File: src/rtl/core/sik_pkg.sv
`default_nettype none
// ----------------------------------------------------------------------------
// SCARA inverse kinematics package
// Shared constants, beat types, the arctangent table and small helper
// functions for the cell chains.
// ----------------------------------------------------------------------------
package sik_pkg;

  localparam int FRAC_BITS    = 16;
  localparam int CORDIC_STEPS = 24;
  localparam int UNIT_BITS    = 30;
  localparam int DIV_CELLS    = UNIT_BITS;
  localparam int SQRT_CELLS   = UNIT_BITS + 1;
  localparam int DEG_SHIFT    = 32 - FRAC_BITS;
  localparam int LATENCY      = 6 + DIV_CELLS + 2 + SQRT_CELLS + 3 + CORDIC_STEPS + 6;
  localparam int TAIL_LEN     = CORDIC_STEPS + 6;
  localparam int ADDR_W       = 4;

  localparam logic signed [33:0] HALF_TURN = 34'sh0_8000_0000;
  localparam logic [44:0]        ROUND_ADD = 45'd1 << (DEG_SHIFT - 1);

  typedef enum logic [1:0] {
    REG_INNER  = 2'd0,
    REG_OUTER  = 2'd1,
    REG_BASE_X = 2'd2,
    REG_BASE_Y = 2'd3
  } reg_idx_t;

  // atan(2^-i) in units of 2^-32 turn
  localparam logic [31:0] TURN_ATAN [32] = '{
    32'd536870912, 32'd316933406, 32'd167458907, 32'd85004756, 32'd42667331,
    32'd21354465, 32'd10679838, 32'd5340245, 32'd2670163, 32'd1335087,
    32'd667544, 32'd333772, 32'd166886, 32'd83443, 32'd41722, 32'd20861,
    32'd10430, 32'd5215, 32'd2608, 32'd1304, 32'd652, 32'd326, 32'd163,
    32'd81, 32'd41, 32'd20, 32'd10, 32'd5, 32'd3, 32'd1, 32'd1, 32'd0
  };

  typedef struct packed {
    logic signed [31:0] target_x;
    logic signed [31:0] target_y;
    logic signed [31:0] target_z;
  } target_t;

  typedef struct packed {
    logic signed [31:0] support_arm_angle;
    logic signed [31:0] sub_arm_angle;
    logic signed [31:0] vertical_axis;
    logic               out_of_reach;
  } result_t;

  typedef struct packed {
    logic signed [32:0] sx;
    logic signed [32:0] sy;
    logic [29:0]        l1;
    logic [29:0]        l2;
    logic               neg;
    logic               oor;
    logic signed [31:0] z;
  } side_t;

  typedef struct packed {
    logic [61:0] rem;
    logic [60:0] d;
    logic [30:0] quo;
    side_t       side;
  } div_beat_t;

  typedef struct packed {
    logic [61:0] v;
    logic [61:0] res;
    logic [30:0] c;
    side_t       side;
  } sqrt_beat_t;

  typedef struct packed {
    logic signed [63:0] cx;
    logic signed [63:0] cy;
    logic signed [33:0] ang;
    logic               xneg;
    logic               yneg;
    logic               zero;
  } lane_t;

  typedef struct packed {
    logic               oor;
    logic signed [31:0] z;
  } tail_t;

  function automatic lane_t lane_prep(input logic signed [63:0] y,
                                      input logic signed [63:0] x);
    lane_t l;
    l.xneg = x[63];
    l.yneg = y[63];
    l.cx   = x[63] ? -x : x;
    l.cy   = y[63] ? -y : y;
    l.ang  = '0;
    l.zero = (x == 64'sd0) && (y == 64'sd0);
    return l;
  endfunction

  function automatic logic signed [33:0] lane_fix(input lane_t l);
    logic signed [33:0] a;
    a = l.ang;
    if (l.xneg) a = HALF_TURN - a;
    if (l.yneg) a = -a;
    if (l.zero) a = '0;
    return a;
  endfunction

  function automatic logic [31:0] sat_deg(input logic neg, input logic [44:0] prod);
    logic [44:0] m;
    logic [31:0] r;
    m = prod >> DEG_SHIFT;
    if (neg) begin
      if (m >= 45'h0_8000_0000) r = 32'h8000_0000;
      else                      r = 32'h0 - m[31:0];
    end else begin
      if (m > 45'h0_7FFF_FFFF)  r = 32'h7FFF_FFFF;
      else                      r = m[31:0];
    end
    return r;
  endfunction

endpackage
`default_nettype wire

File: src/rtl/core/sik_div_cell.sv
`default_nettype none
// ----------------------------------------------------------------------------
// Division cell
// One restoring quotient bit per cell for the elbow cosine.
// ----------------------------------------------------------------------------
module sik_div_cell (
  input  wire logic                clk,
  input  wire sik_pkg::div_beat_t  din,
  output sik_pkg::div_beat_t       dout
);

  logic [61:0] sh;
  logic        take;

  assign sh   = {din.rem[60:0], 1'b0};
  assign take = sh >= {1'b0, din.d};

  always_ff @(posedge clk) begin
    dout.rem  <= take ? sh - {1'b0, din.d} : sh;
    dout.d    <= din.d;
    dout.quo  <= {din.quo[29:0], take};
    dout.side <= din.side;
  end

endmodule
`default_nettype wire

File: config.mk
export PLATFORM = sky130hd
export DESIGN_NAME = sik_div_cell
export DESIGN_NICKNAME = d
export VERILOG_FILES = /design/src/rtl/core/sik_pkg.sv /design/src/rtl/core/sik_div_cell.sv
export SDC_FILE = /design/constraint.sdc
export NUM_CORES = 1
export LEC_CHECK = 0
export BUFFER_PORTS_ARGS = -buffer_cell sky130_fd_sc_hd__buf_4
export CORE_AREA = 2 2 246 248
export DETAILED_ROUTE_END_ITERATION = 8
export DIE_AREA = 0 0 248 250
export GPL_ROUTABILITY_DRIVEN = 0
export PLACE_DENSITY = 0.5
export SYNTH_ARGS = -nofsm -noshare
export SYNTH_HDL_FRONTEND = slang
export SYNTH_SLANG_ARGS = --single-unit
File: constraint.sdc
create_clock -name clk -period 3.1 [get_ports clk]
set_clock_uncertainty 0.05 [all_clocks]
set_input_delay 0.62 -clock clk [delete_from_list [all_inputs] [get_ports clk]]
set_output_delay 0.62 -clock clk [all_outputs]
set_load 0.05 [all_outputs]
* After elaboration in Yosys (flattened, before gate mapping)
Cells that the tools add are included.
Word-level totals: register bits after elaboration 314, input port bits 315, output and inout bits 314, word-level logic and storage cells 14
Cells by class: add/subtract/negate cells 1, magnitude comparators 1, muxes and demuxes 1
Operators with widths (count):
- >= comparator 62 x 61 -> 1 bit | 1
- 2-to-1 mux 62 bit | 1
- subtractor 62 x 61 -> 62 bit | 1

* Depth between registers and ports, before layout
word-level depth 2, mapped depth 15, mapped depth without buffers 11

* Worst setup path before layout
Ideal clock, no wire load.
path kind input to register, start input port din[206] (netlist name), end register dout[253] (netlist name), setup time 123 ps, arrival 3041 ps, required time 2927 ps, path slack -114 ps, stages on the path 13, path buffers 3, cell sequence inv_1 > ha_1 > clkbuf_1 > a21oi_1 > o21ai_0 > a221o_1 > and3_1 > nor3_2 > o41ai_4 > o21ai_2 > buf_6 > buf_6 > mux2_1
Between the ends: cells in the longest elaborated chain, start to end 2
Ends and longest elaborated chain:
- from (decl) | RTL line sik_div_cell.sv:8 | input wire sik_pkg::div_beat_t din,
- >= comparator 62 x 61 -> 1 bit | RTL line sik_div_cell.sv:16 | assign take = sh >= {1'b0, din.d};
- 2-to-1 mux 62 bit | RTL line sik_div_cell.sv:19 | dout.rem <= take ? sh - {1'b0, din.d} : sh;
- to (decl) | RTL line sik_div_cell.sv:9 | output sik_pkg::div_beat_t dout
Every way passes these cells. A chain may end at the register's enable or synchronous reset.

* Final worst setup path
start input port din[194] (netlist name), end register dout[294] (netlist name)
Between the ends: cells in the longest elaborated chain, start to end 2, elaborated cells on any way between the ends 3, those cells by class 1 x add/sub; 1 x order compare; 1 x mux
Ends and longest elaborated chain (RTL line):
- subtractor 62 x 61 -> 62 bit / >= comparator 62 x 61 -> 1 bit (equally long branches) | sik_div_cell.sv:19, sik_div_cell.sv:16
- 2-to-1 mux 62 bit (*) | sik_div_cell.sv:19
Mark *: on every way between the ends. The rest lies on a longest branch, timed or not.

==> results.cfg <==
[status]
status = completed

[synthesis]
synth_area_leaders = dfxtp_1 57%, ha_1 7.0%, o21ai_0 3.8%
synth_fp_nets = 1439
yosys_most_used_dff = dfxtp_1
synth_top_family_by_area = compound AO/OA/AOI/OAI gates
synth_warnings = 0
synth-edff-count = 0
synth.distinct_cells = 69
synth-xor-area-share = 0.0415
synthMuxAreaShare = 0.00194
yosysMostFrequentCell = dfxtp_1
syn_inst = 1062
syn_area_per_cell_um2 = 10.3
ys_seq_elements = 314
synth-compound-area-share = 0.162
async_flop_share = 0
yosys.area_share.simple = 0.108
yosysSeqAreaShare = 0.573
synth_top_cell_area_share = 0.573
synth_top_cell_by_area = dfxtp_1
yosys.area_share.adder = 0.0714
synthesis.area_um2 = 11000
synth_commonest_cells = 314 x dfxtp_1, 103 x nand2_1, 83 x o21ai_0

[die]
io-pin-count = 629
start_util = 0.184
chipWidth_um = 248
fp-row-count = 90
die_height_um = 250
coreArea_um2 = 59600
dieArea_um2 = 62000

[clock_tree]
numCtsBuffers = 41
h-tree-depth = 2
clockRootBuffer = clkbuf_16
cts.clk_slew.worst_paths_ns = 0.06
cts.sinks = 314
clockBufferDepth = 3
cts_tree = done
holdBufCountCts = 0

[timing]
max_clock_freq_mhz = 327
setup-tns-final_ns = 0
fin_ws_ns = 0.0431
period_share = 0.986
maxSlewViolCount = 0
setup_viol = 0
rsz0062_at_grt = yes
hold_viol = 0
slew_headroom = 0.588
finalCriticalPeriod_ns = 3.06
worstMarginPinSlew_ns = 0.611

[pwr]
power_density_nw_per_um2 = 698
p_leak_nw = 9.57
vdd_drop_max_mv = 0.462

[critical_path]
critPathRequiredTime_ns = 3.50
cp_max_fo = 6
startpoint_type = input port
cp-end-kind = register
crit_type = in2reg
cp.arrival_ns = 3.46

[global_route]
grt_start_max_net_pins = 43
antenna_found_initial = 7
grt_pass1_wl_mm = 83.9
grt.total_usage = 0.190
overflow = 0
grt_pass1_vias = 11700

[layout]
stdcell_count = 2702
area_growth_pct = 80.1
top_regs = dout x314
utilization = 0.332
drive_gt1_frac = 0.486
largest_register_ffs = 314
num-nets-final = 2265
fin_area_um2 = 19800
largest-register = dout

[placement]
hpwl_mm = 52.3
placed_cells = 2619
dp_slack_ns = -0.911
dpl_cell_area_um2 = 18000
numPortBuffers = 626

[drt]
wl_mm = 61.8
ant_nets = 0
avgViaCountPerCell = 4.11
drcViolationCount = 0
firstDrtPassIters = 5
drt_iter0_drc = 462
num_vias = 11100
avgRoutedWirePerCell_um = 22.9

[run]
drv_cap = 0

[hold_path]
hold_class = in2reg
whs_path_depth = 1
[per-layer routing]
layer,vias up,routed length (µm),part of all wire,track usage
li1,5327,-,-,-
met1,5266,22400,0.36,0.199
met2,426,32800,0.53,0.358
met3,85,4900,0.079,0.0577
met4,8,1690,0.027,0.0544
met5,-,51,0.00083,0
[repair_timing]
action / CTS / global route
pin swaps: 0 / 9
endpoints found under the setup margin: 22 / 38
cloned: 0 / 2
setup buffers: 0 / 6
gates resized for setup: 4 / 22
[layout make-up]
type,instances,area [µm²]
fill,6136,39800
tap,782,978
clock inverter,22,430
sequential,314,6290
inverter,77,294
timing repair buffer,821,6250
clock buffer,50,1090
multi-input combinational,633,4420
antenna,3,7.51
[per-stage QoR]
step	hold slack (ns)	total power, mW
2_1_floorplan	0.598	6.72
4_1_cts	0.0569	13.9
3_5_place_dp	0.675	8.41
6_report	0.0985	13.8
5_1_grt	0.0645	14.3
3_3_place_gp	0.675	8.40
[final timing paths]
path	startpoint	to	slack (ns)
worst max-delay path	din[194]	dout[294]$_DFF_P_	0.04
worst min-delay path	din[12]	dout[12]$_DFF_P_	0.1
[cell usage in the layout (no fill, tap or decap), types with 3 or more instances in the layout]
master / count
buf_4: 814
dfxtp_1: 314
nand2_1: 103
o21ai_0: 79
inv_1: 73
a21oi_1: 71
ha_1: 54
clkbuf_16: 44
a21o_1: 32
nor2_1: 30
xnor2_1: 27
nand4_1: 25
xor2_1: 25
nand3_1: 13
nor3_1: 13
and3_1: 12
o21bai_1: 12
o21a_1: 11
a31oi_1: 11
bufinv_16: 11
nor2b_1: 9
a211oi_1: 8
clkbuf_1: 7
o21ai_1: 6
ha_4: 6
a21boi_0: 5
o211ai_1: 4
nand2b_1: 4
buf_12: 4
diode_2: 3
inv_2: 3
a21oi_2: 3
or3_1: 3
o31ai_1: 3
clkinv_4: 3
clkinv_2: 3
clkinvlp_4: 3
[cells by family after synthesis]
| logic type | Yosys count |
|---|---|
| DFF | 314 |
| AOI/OAI and AO/OA | 278 |
| and+or+nand+nor | 239 |
| buffers and inverters | 115 |
| adders and majority gates | 62 |
| xor gates and xnor gates | 52 |
| muxes | 2 |
[critical path: stages]
cell	delay [ns]
buf_4	0.11
inv_2	0.05
ha_4	0.27
buf_4	0.11
and3_4	0.20
a221oi_4	0.07
or3b_4	0.44
a21oi_4	0.19
nor3_4	0.06
buf_12	0.15
o41ai_4	0.42
o21ai_4	0.16
buf_12	0.18
buf_4	0.14
o31ai_4	0.28
[report_power, final]
group	switching (mW)	internal, mW
clock network	1.97	3.44
registers	0.116	4.40
logic	2.44	1.43
total	4.53	9.26
No activity file was read; power rests on OpenSTA's default activity.
