==> config.mk <==
export PLATFORM = sky130hd
export DESIGN_NAME = sik_sqrt_cell
export DESIGN_NICKNAME = d
export VERILOG_FILES = /design/src/rtl/core/sik_pkg.sv /design/src/rtl/core/sik_sqrt_cell.sv
export SDC_FILE = /design/constraint.sdc
export NUM_CORES = 1
export LEC_CHECK = 0
export BUFFER_PORTS_ARGS = -buffer_cell sky130_fd_sc_hd__buf_2
export CAP_MARGIN = 20
export CORE_AREA = 10 10 241 243
export CTS_CLUSTER_SIZE = 16
export DETAILED_ROUTE_END_ITERATION = 7
export DIE_AREA = 0 0 251 253
export PLACE_DENSITY = 0.62
export SYNTH_ARGS = -nofsm -noshare
export SYNTH_HDL_FRONTEND = slang
export SYNTH_SLANG_ARGS = --single-unit
==> constraint.sdc <==
create_clock -name clk -period 7.2 [get_ports clk]
set_input_delay 1.8 -clock clk [delete_from_list [all_inputs] [get_ports clk]]
set_output_delay 1.8 -clock clk [all_outputs]
set_load 0.02 [all_outputs]
==> src/rtl/core/sik_pkg.sv <==
`default_nettype none
// ----------------------------------------------------------------------------
// SCARA inverse kinematics package
// Shared constants, beat types, the arctangent table and small helper
// functions for the cell chains.
// ----------------------------------------------------------------------------
package sik_pkg;

  localparam int FRAC_BITS    = 16;
  localparam int CORDIC_STEPS = 24;
  localparam int UNIT_BITS    = 30;
  localparam int DIV_CELLS    = UNIT_BITS;
  localparam int SQRT_CELLS   = UNIT_BITS + 1;
  localparam int DEG_SHIFT    = 32 - FRAC_BITS;
  localparam int LATENCY      = 6 + DIV_CELLS + 2 + SQRT_CELLS + 3 + CORDIC_STEPS + 6;
  localparam int TAIL_LEN     = CORDIC_STEPS + 6;
  localparam int ADDR_W       = 4;

  localparam logic signed [33:0] HALF_TURN = 34'sh0_8000_0000;
  localparam logic [44:0]        ROUND_ADD = 45'd1 << (DEG_SHIFT - 1);

  typedef enum logic [1:0] {
    REG_INNER  = 2'd0,
    REG_OUTER  = 2'd1,
    REG_BASE_X = 2'd2,
    REG_BASE_Y = 2'd3
  } reg_idx_t;

  // atan(2^-i) in units of 2^-32 turn
  localparam logic [31:0] TURN_ATAN [32] = '{
    32'd536870912, 32'd316933406, 32'd167458907, 32'd85004756, 32'd42667331,
    32'd21354465, 32'd10679838, 32'd5340245, 32'd2670163, 32'd1335087,
    32'd667544, 32'd333772, 32'd166886, 32'd83443, 32'd41722, 32'd20861,
    32'd10430, 32'd5215, 32'd2608, 32'd1304, 32'd652, 32'd326, 32'd163,
    32'd81, 32'd41, 32'd20, 32'd10, 32'd5, 32'd3, 32'd1, 32'd1, 32'd0
  };

  typedef struct packed {
    logic signed [31:0] target_x;
    logic signed [31:0] target_y;
    logic signed [31:0] target_z;
  } target_t;

  typedef struct packed {
    logic signed [31:0] support_arm_angle;
    logic signed [31:0] sub_arm_angle;
    logic signed [31:0] vertical_axis;
    logic               out_of_reach;
  } result_t;

  typedef struct packed {
    logic signed [32:0] sx;
    logic signed [32:0] sy;
    logic [29:0]        l1;
    logic [29:0]        l2;
    logic               neg;
    logic               oor;
    logic signed [31:0] z;
  } side_t;

  typedef struct packed {
    logic [61:0] rem;
    logic [60:0] d;
    logic [30:0] quo;
    side_t       side;
  } div_beat_t;

  typedef struct packed {
    logic [61:0] v;
    logic [61:0] res;
    logic [30:0] c;
    side_t       side;
  } sqrt_beat_t;

  typedef struct packed {
    logic signed [63:0] cx;
    logic signed [63:0] cy;
    logic signed [33:0] ang;
    logic               xneg;
    logic               yneg;
    logic               zero;
  } lane_t;

  typedef struct packed {
    logic               oor;
    logic signed [31:0] z;
  } tail_t;

  function automatic lane_t lane_prep(input logic signed [63:0] y,
                                      input logic signed [63:0] x);
    lane_t l;
    l.xneg = x[63];
    l.yneg = y[63];
    l.cx   = x[63] ? -x : x;
    l.cy   = y[63] ? -y : y;
    l.ang  = '0;
    l.zero = (x == 64'sd0) && (y == 64'sd0);
    return l;
  endfunction

  function automatic logic signed [33:0] lane_fix(input lane_t l);
    logic signed [33:0] a;
    a = l.ang;
    if (l.xneg) a = HALF_TURN - a;
    if (l.yneg) a = -a;
    if (l.zero) a = '0;
    return a;
  endfunction

  function automatic logic [31:0] sat_deg(input logic neg, input logic [44:0] prod);
    logic [44:0] m;
    logic [31:0] r;
    m = prod >> DEG_SHIFT;
    if (neg) begin
      if (m >= 45'h0_8000_0000) r = 32'h8000_0000;
      else                      r = 32'h0 - m[31:0];
    end else begin
      if (m > 45'h0_7FFF_FFFF)  r = 32'h7FFF_FFFF;
      else                      r = m[31:0];
    end
    return r;
  endfunction

endpackage
`default_nettype wire

==> src/rtl/core/sik_sqrt_cell.sv <==
`default_nettype none
// ----------------------------------------------------------------------------
// Square root cell
// One result bit per cell of the floor square root for the elbow sine.
// ----------------------------------------------------------------------------
module sik_sqrt_cell (
  input  wire logic                clk,
  input  wire logic [4:0]          k,
  input  wire sik_pkg::sqrt_beat_t din,
  output sik_pkg::sqrt_beat_t      dout
);

  logic [61:0] bitv;
  logic [61:0] trial;
  logic        take;

  assign bitv  = 62'd1 << {k, 1'b0};
  assign trial = din.res + bitv;
  assign take  = din.v >= trial;

  always_ff @(posedge clk) begin
    dout.v    <= take ? din.v - trial : din.v;
    dout.res  <= take ? (din.res >> 1) + bitv : din.res >> 1;
    dout.c    <= din.c;
    dout.side <= din.side;
  end

endmodule
`default_nettype wire

# ---- Word-level counts from Yosys, hierarchy flattened
# Index checks and enable logic that the tools add are counted.
dict set report word_totals {
  register_bits 315
  input_bits 321
  out_inout_bits 315
}
dict set report classes {
  add_sub_neg 3
  n_lt_le_gt_ge 1
  shift 1
  mux 2
}
# op n
set op_table {}
lappend op_table {{$add A61 B62 Y62} 1}
lappend op_table {{$add A62 B62 Y62} 1}
lappend op_table {{$ge A62 B62 Y1} 1}
lappend op_table {{$mux W62} 1}
lappend op_table {{$shl A1 B6 Y62 const A} 1}
lappend op_table {{$sub A62 B62 Y62} 1}
lappend op_table {{$mux W61} 1}

# ---- Longest topological paths before layout
# Gate-level depths: netlist of run 1.
dict set report logic_depth {
  depth_word 4
  ltp_mapped 32
  depth_no_buf 26
}

# ---- Least setup slack after synthesis of run 1
# No wires, ideal clock.
dict set report synth_timing {
  path_kind {input-to-reg}
  from {input port k[2]}
  to {register dout[308] (netlist name)}
  setup_ns 0.123
  t_arrival_ns 7.204
  required_time_ns 7.077
  setup_slack_ns -0.127
  cell_stages 30
  cell_sequence {buf_2 > or2_1 > buf_1 > nor2_1 > ha_1 > and2_1 > a31oi_1 > o31a_1 > o21ai_0 > a31oi_1 > o21ai_1 > a41oi_1 > nand2_1 > a21oi_1 > o41ai_2 > xnor2_1 > ha_1 > clkbuf_1 > a21oi_1 > o21ai_1 > a21o_1 > a21o_1 > a21o_1 > a21o_1 > a2111oi_4 > nor3_4 > a211o_1 > buf_4 > buf_6 > mux2_1}
}
dict set report synth_between {
  elab_chain_cells 4
  elab_cells_between_ends 5
  classes_between {add/sub: 2; order compare: 1; shift: 1; mux: 1}
}
# item line
set synth_lines {}
lappend synth_lines {{from (decl)} sik_sqrt_cell.sv:8} ;# input wire logic [4:0] k,
lappend synth_lines {{$shl A1 B6 Y62 *} sik_sqrt_cell.sv:17} ;# assign bitv = 62'd1 << {k, 1'b0};
lappend synth_lines {{$add A62 B62 Y62 *} sik_sqrt_cell.sv:18} ;# assign trial = din.res + bitv;
lappend synth_lines {{$sub A62 B62 Y62 / $ge A62 B62 Y1 (equally long branches)} {sik_sqrt_cell.sv:22, sik_sqrt_cell.sv:19}}
lappend synth_lines {{$mux W62 *} sik_sqrt_cell.sv:22} ;# dout.v <= take ? din.v - trial : din.v;
lappend synth_lines {{to (decl)} sik_sqrt_cell.sv:10} ;# output sik_pkg::sqrt_beat_t dout
# Mark *: on every way between the ends. The rest lies on a longest branch, timed or not.
# A chain may end at the register's enable or synchronous reset.

# ---- Worst setup path after layout of run 1
dict set report layout_timing {
  from {input port k[3]}
  to {register dout[314] (netlist name)}
}
# Same word-level chain as after synthesis.

==> results of run 1 <==
==> worst max-delay path: stages <==
cell       delay, ns
buf_2           0.13
or3_4           0.44
nor2_2          0.12
ha_1            0.29
a31oi_2         0.22
o32ai_1         0.13
a21o_1          0.21
or3_1           0.36
a21oi_1         0.21
nor4_1          0.09
buf_4           0.14
o21ai_0         0.20
xor2_1          0.41
ha_1            0.35
buf_4           0.18
nand4_1         0.11
or2_1           0.16
or3_1           0.15
nor3_1          0.08
a2111oi_1       0.47
buf_4           0.19
o41ai_2         0.11
a311oi_1        0.34
buf_4           0.20
o21ai_1         0.08
xnor2_1         0.20
o21ai_1         0.09
==> worst max path at each step <==
stage / startpoint / to / depth (start not counted)
4_1_cts: k[4] / dout[313] / 29
2_1_floorplan: k[0] / dout[308] / 30
5_1_grt: k[3] / dout[289] / 30
3_5_place_dp: k[4] / dout[313] / 28
3_3_place_gp: k[4] / dout[313] / 26
6_report: k[3] / dout[314] / 27
==> layer usage <==
metal,part of all wire,vias to the layer above,wire length (um)
li1,-,8704,-
met1,0.39,8543,34400
met2,0.50,694,44700
met3,0.065,171,5810
met4,0.042,24,3740
met5,0.0018,-,160
==> layout by cell type, fill, tap and decap left out, types with 42 or more instances in the layout <==
| master | instances |
|---|---|
| a21o_1 | 48 |
| xnor2_1 | 122 |
| buf_2 | 635 |
| nor2_1 | 188 |
| ha_1 | 103 |
| xor2_1 | 68 |
| nand2_1 | 200 |
| buf_4 | 301 |
| a31oi_1 | 42 |
| a21oi_1 | 168 |
| o21ai_0 | 101 |
| dfxtp_1 | 315 |
| inv_1 | 47 |
==> area by class of cell <==
cell class / count / area (um^2)
tap: 696 / 871
clock buffer: 48 / 1080
multi-input combinational: 1491 / 9940
fill: 5363 / 29000
inverter: 48 / 180
sequential: 315 / 6310
antenna: 10 / 25.0
timing repair buffer: 945 / 5610
clock inverter: 19 / 256
==> where the power goes <==
part	leakage [nW]	internal, W	switching (W)	total [W]
registers	2.66	0.00191	0.0000756	0.00199
clock network	0.662	0.00125	0.000813	0.00206
logic	8.06	0.000634	0.000964	0.00160
total	11.4	0.00379	0.00185	0.00564
==> synth_stat cells (all sizes together) (29+ instances only) <==
master    n
nor2    200
nand3    29
dfxtp   315
xor2     68
ha      106
a21o     48
nor3     39
nand2   201
a21oi   179
buf      40
xnor2   122
clkbuf   42
nand4    29
inv      47
o21ai   127
a31oi    47
==> stage by stage <==
step | util | setup WS [ns] | TNS, ns | total power, W | std cells
after CTS | 0.450 | 0.00629 | 0 | 0.00565 | 3554
final | 0.456 | 0.166 | 0 | 0.00564 | 3572
after floorplan | - | 0.0113 | 0 | 0.00280 | 1936
after global placement | 0.424 | -0.857 | -74.21 | 0.00357 | 3486
after detailed placement | 0.424 | -0.824 | -72.27 | 0.00358 | 3486
after global routing | 0.455 | -0.0631 | -1.65 | 0.00587 | 3564
==> kinds of logic (layout without fill, tap and decap cells) <==
group                    count (synthesis)  after routing  synth area share
adder cells (fa/ha/maj)                109            109            0.0824
AND/OR/NAND/NOR                        643            643             0.188
buffers and inverters                  130           1060            0.0343
XOR/XNOR                               190            190             0.100
AO/OA/AOI/OAI                          544            544             0.211
other                                    0             10                 0
flip-flops                             315            315             0.380
multiplexers                             5              5           0.00332
==> timing repair <==
item	CTS	global route
hold endpoints to repair	0	0
buffers inserted	1	7
setup endpoints to repair	86	124
resized for setup	4	41
pin swaps	1	18
hold buffers	0	0
gates cloned	0	1
==> run_results.csv, run 1 <==
group,metric,value,unit
placement,portBuffers,635,
min_path,whs_endpoint,"dout[55]",
global_route,grt-ovfl-total,0,
yosys,avgSynthCellArea,8.57,um^2
cts,htreeDepth,2,
detailed_routing,wl_per_cell,24.9,um
yosys,synth_top_area_frac,0.380,
yosys,synth_ff_type,"dfxtp_1",
placement,hpwlAfterDp,76.1,mm
run_status,status,"completed",
global_route,grt-busiest-layer,"met2",
yosys,syn_nets,2364,
yosys,synth_cell_types,101,
finish,fin_nets,3267,
placement,gp_congestion,0.950,
detailed_routing,drc,0,
detailed_routing,ant_nets,0,
cts,path_clk_slew,0.06,ns
detailed_routing,drt_iter0_drc,1223,
yosys,async_flop_share,0,
min_path,worstHoldPathCells,1,
sta,finalMaxSlewViolations,0,
yosys,synth-edff-count,0,
worst_setup_path,crit_fanout,6,
global_route,grt_use_met1,0.292,
global_route,met2_usage,0.478,
yosys,synthTopCellsByArea,"dfxtp_1, ha_1, xnor2_1",
sta,max_slew_margin,0.498,
placement,placed_area,22600,um^2
cts,numCtsBuffers,38,
yosys,yosys_warnings,0,
floorplanning,die_y,253,um
global_route,grt_use_met3,0.0634,
finish,top_regs,"dout: 315 flops",
finish,largest-register,"dout",
worst_setup_path,cp.arrival,7.47,ns
finish,largest_reg_flops,315,
global_route,grt_first_pass_wirelength,125,mm
global_route,antenna_found_initial,29,
worst_setup_path,cp-end-kind,"flip-flop",
finish,areaGrowthSynthToFinish,46.4,%
yosys,synth_cells,1936,
finish,final_area,24300,um^2
cts,clockBufferDepth,3,
floorplanning,start_util,0.311,
floorplanning,num_rows,85,
pwr,powerDensity,233,nW/um^2
sta,post-route-min-period,7.03,ns
sta,fmax,0.142,GHz
global_route,grt.total_usage,0.264,
sta,hold_viol,0,
sta,setup_viol,0,
global_route,grt_start_max_net_pins,34,
detailed_routing,viasPerCell,5.08,
sta,worst_slew_pin_slew,0.747,ns
min_path,min_path_type,"primary input to flip-flop",
yosys,ys_seq_area_frac,0.380,
worst_setup_path,critPathKind,"primary input to flip-flop",
cts,cts_sinks,315,
cts,cts_root_buffer,"clkbuf_16",
floorplanning,die-area,63500,um^2
detailed_routing,vias,18136,
finish,layout-drive-gt1-share,0.386,
pwr,ir_worst_vdd,0.134,mV
floorplanning,die_w,251,um
job,maxCapViolations,0,
min_path,min-delay-start,"din[55]",
yosys,ys_ff_latch,315,
global_route,grt_pass1_vias,18287,
yosys,yosys.area.top_type,"dfxtp_1",
detailed_routing,drt-pass1-iter-count,5,
detailed_routing,wl,88.8,mm
floorplanning,core,53300,um^2
worst_setup_path,crit_required,7.64,ns
sta,rsz0062_at_grt,"yes",
floorplanning,io_pins,636,
pwr,p_leak,11.4,nW
worst_setup_path,cp-start-kind,"primary input",
cts,cts_tree,"built",
yosys,mappedNetlistArea,16600,um^2
sta,fin_crit_sh,0.977,
sta,holdWs,1.34,ns
Power figures use the tool's default switching activity.
==> inputs of run 2 (changes only) <==
--- a/config.mk
+++ b/config.mk
@@ -5,6 +5,7 @@
 export SDC_FILE = /design/constraint.sdc
 export NUM_CORES = 1
 export LEC_CHECK = 0
+export ABC_AREA = 0
 export BUFFER_PORTS_ARGS = -buffer_cell sky130_fd_sc_hd__buf_2
 export CAP_MARGIN = 20
 export CORE_AREA = 10 10 241 243
==> constraint.sdc (replaced) <==
create_clock -name clk -period 5.68 [get_ports clk]
set_input_delay 1.42 -clock clk [delete_from_list [all_inputs] [get_ports clk]]
set_output_delay 1.42 -clock clk [all_outputs]
set_load 0.02 [all_outputs]
==> run 2 against run 1 <==
  * The flow now finishes with violations (negative setup slack)
  * Combinational power increased by 53%
  * Count of clock-buffer cells in the layout increased by 2
  * First-iteration DRC count increased by 29%
  * Final cell count increased by 7.3%
  * Critical path depth increased by 2
  * Via count increased by 7.9%
  * Power increased by 33%
  * Global-route usage increased by 0.96 points
  * Highest routed layer unchanged
==> run_results.csv, run 2 (synthesized netlist as in run 1, its figures left out) <==
group,metric,value,unit
global_route,antenna_found_initial,20,
pwr,power.total,0.00752,W
worst_setup_path,crit_cells,29,
placement,hpwlAfterDp,77.0,mm
finish,layout-drive-gt1-share,0.491,
cts,htreeDepth,2,
run_status,status,"finished with violations",
global_route,grt_start_max_net_pins,23,
floorplanning,num_rows,85,
floorplanning,io_pins,636,
worst_setup_path,crit_path_start,"k[3]",
cts,numCtsBuffers,38,
worst_setup_path,path_delay_family,"compound AO/OA/AOI/OAI gates",
job,maxCapViolations,0,
cts,cts_root_buffer,"clkbuf_16",
cts,path_clk_slew,0.06,ns
worst_setup_path,slowest_stage,"or3b_4",
detailed_routing,drc,0,
placement,portBuffers,635,
finish,final_cell_mix,"buf_2, buf_4, dfxtp_1",
floorplanning,start_util,0.311,
worst_setup_path,cp_num_buf_inv,7,
global_route,grt_first_pass_wirelength,131,mm
finish,largest-register,"dout",
global_route,grt_pass1_vias,19561,
global_route,grt-ovfl-total,0,
worst_setup_path,endpoint,"dout[210]",
finish,top_regs,"dout: 315 flops",
detailed_routing,ant_nets,0,
sta,fmax,0.152,GHz
finish,final_area,27600,um^2
floorplanning,core,53300,um^2
min_path,min_path_type,"primary input to flip-flop",
sta,hold_viol,0,
worst_setup_path,cp_common_cell,"buf_4",
worst_setup_path,cp-end-kind,"flip-flop",
sta,worst_slew_pin_slew,0.872,ns
finish,layout_commonest_cell,"buf_2",
finish,largest_reg_flops,315,
sta,setup_ws,-0.905,ns
cts,cts_sinks,315,
global_route,grt.total_usage,0.274,
sta,fin_crit_sh,1.16,
detailed_routing,wl,92.8,mm
floorplanning,die-area,63500,um^2
detailed_routing,viasPerCell,5.11,
worst_setup_path,cp.arrival,7.03,ns
cts,clockBufferDepth,3,
sta,max_slew_margin,0.412,
run_status,violations,"negative setup slack",
worst_setup_path,crit_path_max_incr_delay,0.43,ns
placement,placed_area,24400,um^2
worst_setup_path,crit_required,6.12,ns
sta,post-route-min-period,6.59,ns
pwr,p_leak,13.1,nW
sta,finalMaxSlewViolations,0,
detailed_routing,vias,19560,
cts,cts_tree,"built",
sta,rsz0062_at_grt,"yes",
worst_setup_path,crit_fanout,8,
floorplanning,die_y,253,um
detailed_routing,drt_iter0_drc,1576,
pwr,powerDensity,272,nW/um^2
placement,gp_congestion,0.971,
sta,setup_viol,124,
detailed_routing,drt-pass1-iter-count,5,
detailed_routing,wl_per_cell,24.2,um
worst_setup_path,cp-start-kind,"primary input",
worst_setup_path,critPathKind,"primary input to flip-flop",
pwr,ir_worst_vdd,0.201,mV
floorplanning,die_w,251,um
finish,fin_nets,3533,
finish,areaGrowthSynthToFinish,66.6,%
-- run 2: cell count changes in the layout (fill, tap and decap cells not counted), moves of 14 or more --
cell,delta
a21oi_1,-29
nor2_1,-56
nand2_4,+15
nand2_1,-35
o21ai_2,+14
nor2_2,+25
buf_6,+17
a21oi_2,+26
nor2_4,+31
buf_4,+228
nand2_2,+19
-- run 2: power breakdown --
part / internal [W] / total [W] / switching, W / leakage [nW]
registers: 0.00242 / 0.00251 / 0.0000909 / 2.66
clock network: 0.00152 / 0.00255 / 0.00104 / 0.627
logic: 0.00106 / 0.00245 / 0.00139 / 9.80
-- run 2: what timing repair did --
action | CTS | global route
gates resized for setup | 187 | 106
setup endpoints to repair | 124 | 124
gates cloned | 7 | 5
pin swaps | 74 | 49
hold buffers | 0 | 0
setup buffers | 37 | 15
-- run 2: worst min path at each step --
stage               startpoint   endpoint  cells after the start
finish                din[111]  dout[111]                      1
global route          din[173]  dout[173]                      1
CTS                    din[87]   dout[87]                      1
detailed placement     din[50]   dout[50]                      1
global placement      din[113]  dout[113]                      1
floorplan               din[0]    dout[0]                      0
-- run 2: routing by layer --
| layer | up-vias | routed length, um | global-route usage | share of wire |
|---|---|---|---|---|
| met4 | 22 | 3960 | 0.100 | 0.043 |
| met5 | - | 158 | 0 | 0.0017 |
| met3 | 194 | 6170 | 0.0580 | 0.066 |
| met2 | 841 | 46200 | 0.490 | 0.50 |
| met1 | 9266 | 36300 | 0.314 | 0.39 |
| li1 | 9237 | - | - | - |
-- run 2: stage by stage --
stage,setup TNS (ns),util,setup WS [ns],hold WS [ns],std cells
6_report,-103.19,0.518,-0.905,0.960,3831
5_1_grt,-133.01,0.518,-1.15,0.929,3830
4_1_cts,-84.00,0.506,-0.744,0.930,3810
3_5_place_dp,-222.90,0.458,-2.07,1.52,3699
3_3_place_gp,-220.83,0.458,-2.00,1.52,3699
2_1_floorplan,-103.89,-,-0.933,1.45,1936
-- run 2: layout make-up --
class,instances,area [um^2]
clock inverter,18,258
timing repair buffer,1211,8040
multi-input combinational,1491,10900
tap,696,871
antenna,2,5.00
fill,4982,25700
sequential,315,6310
inverter,48,180
clock buffer,50,1030
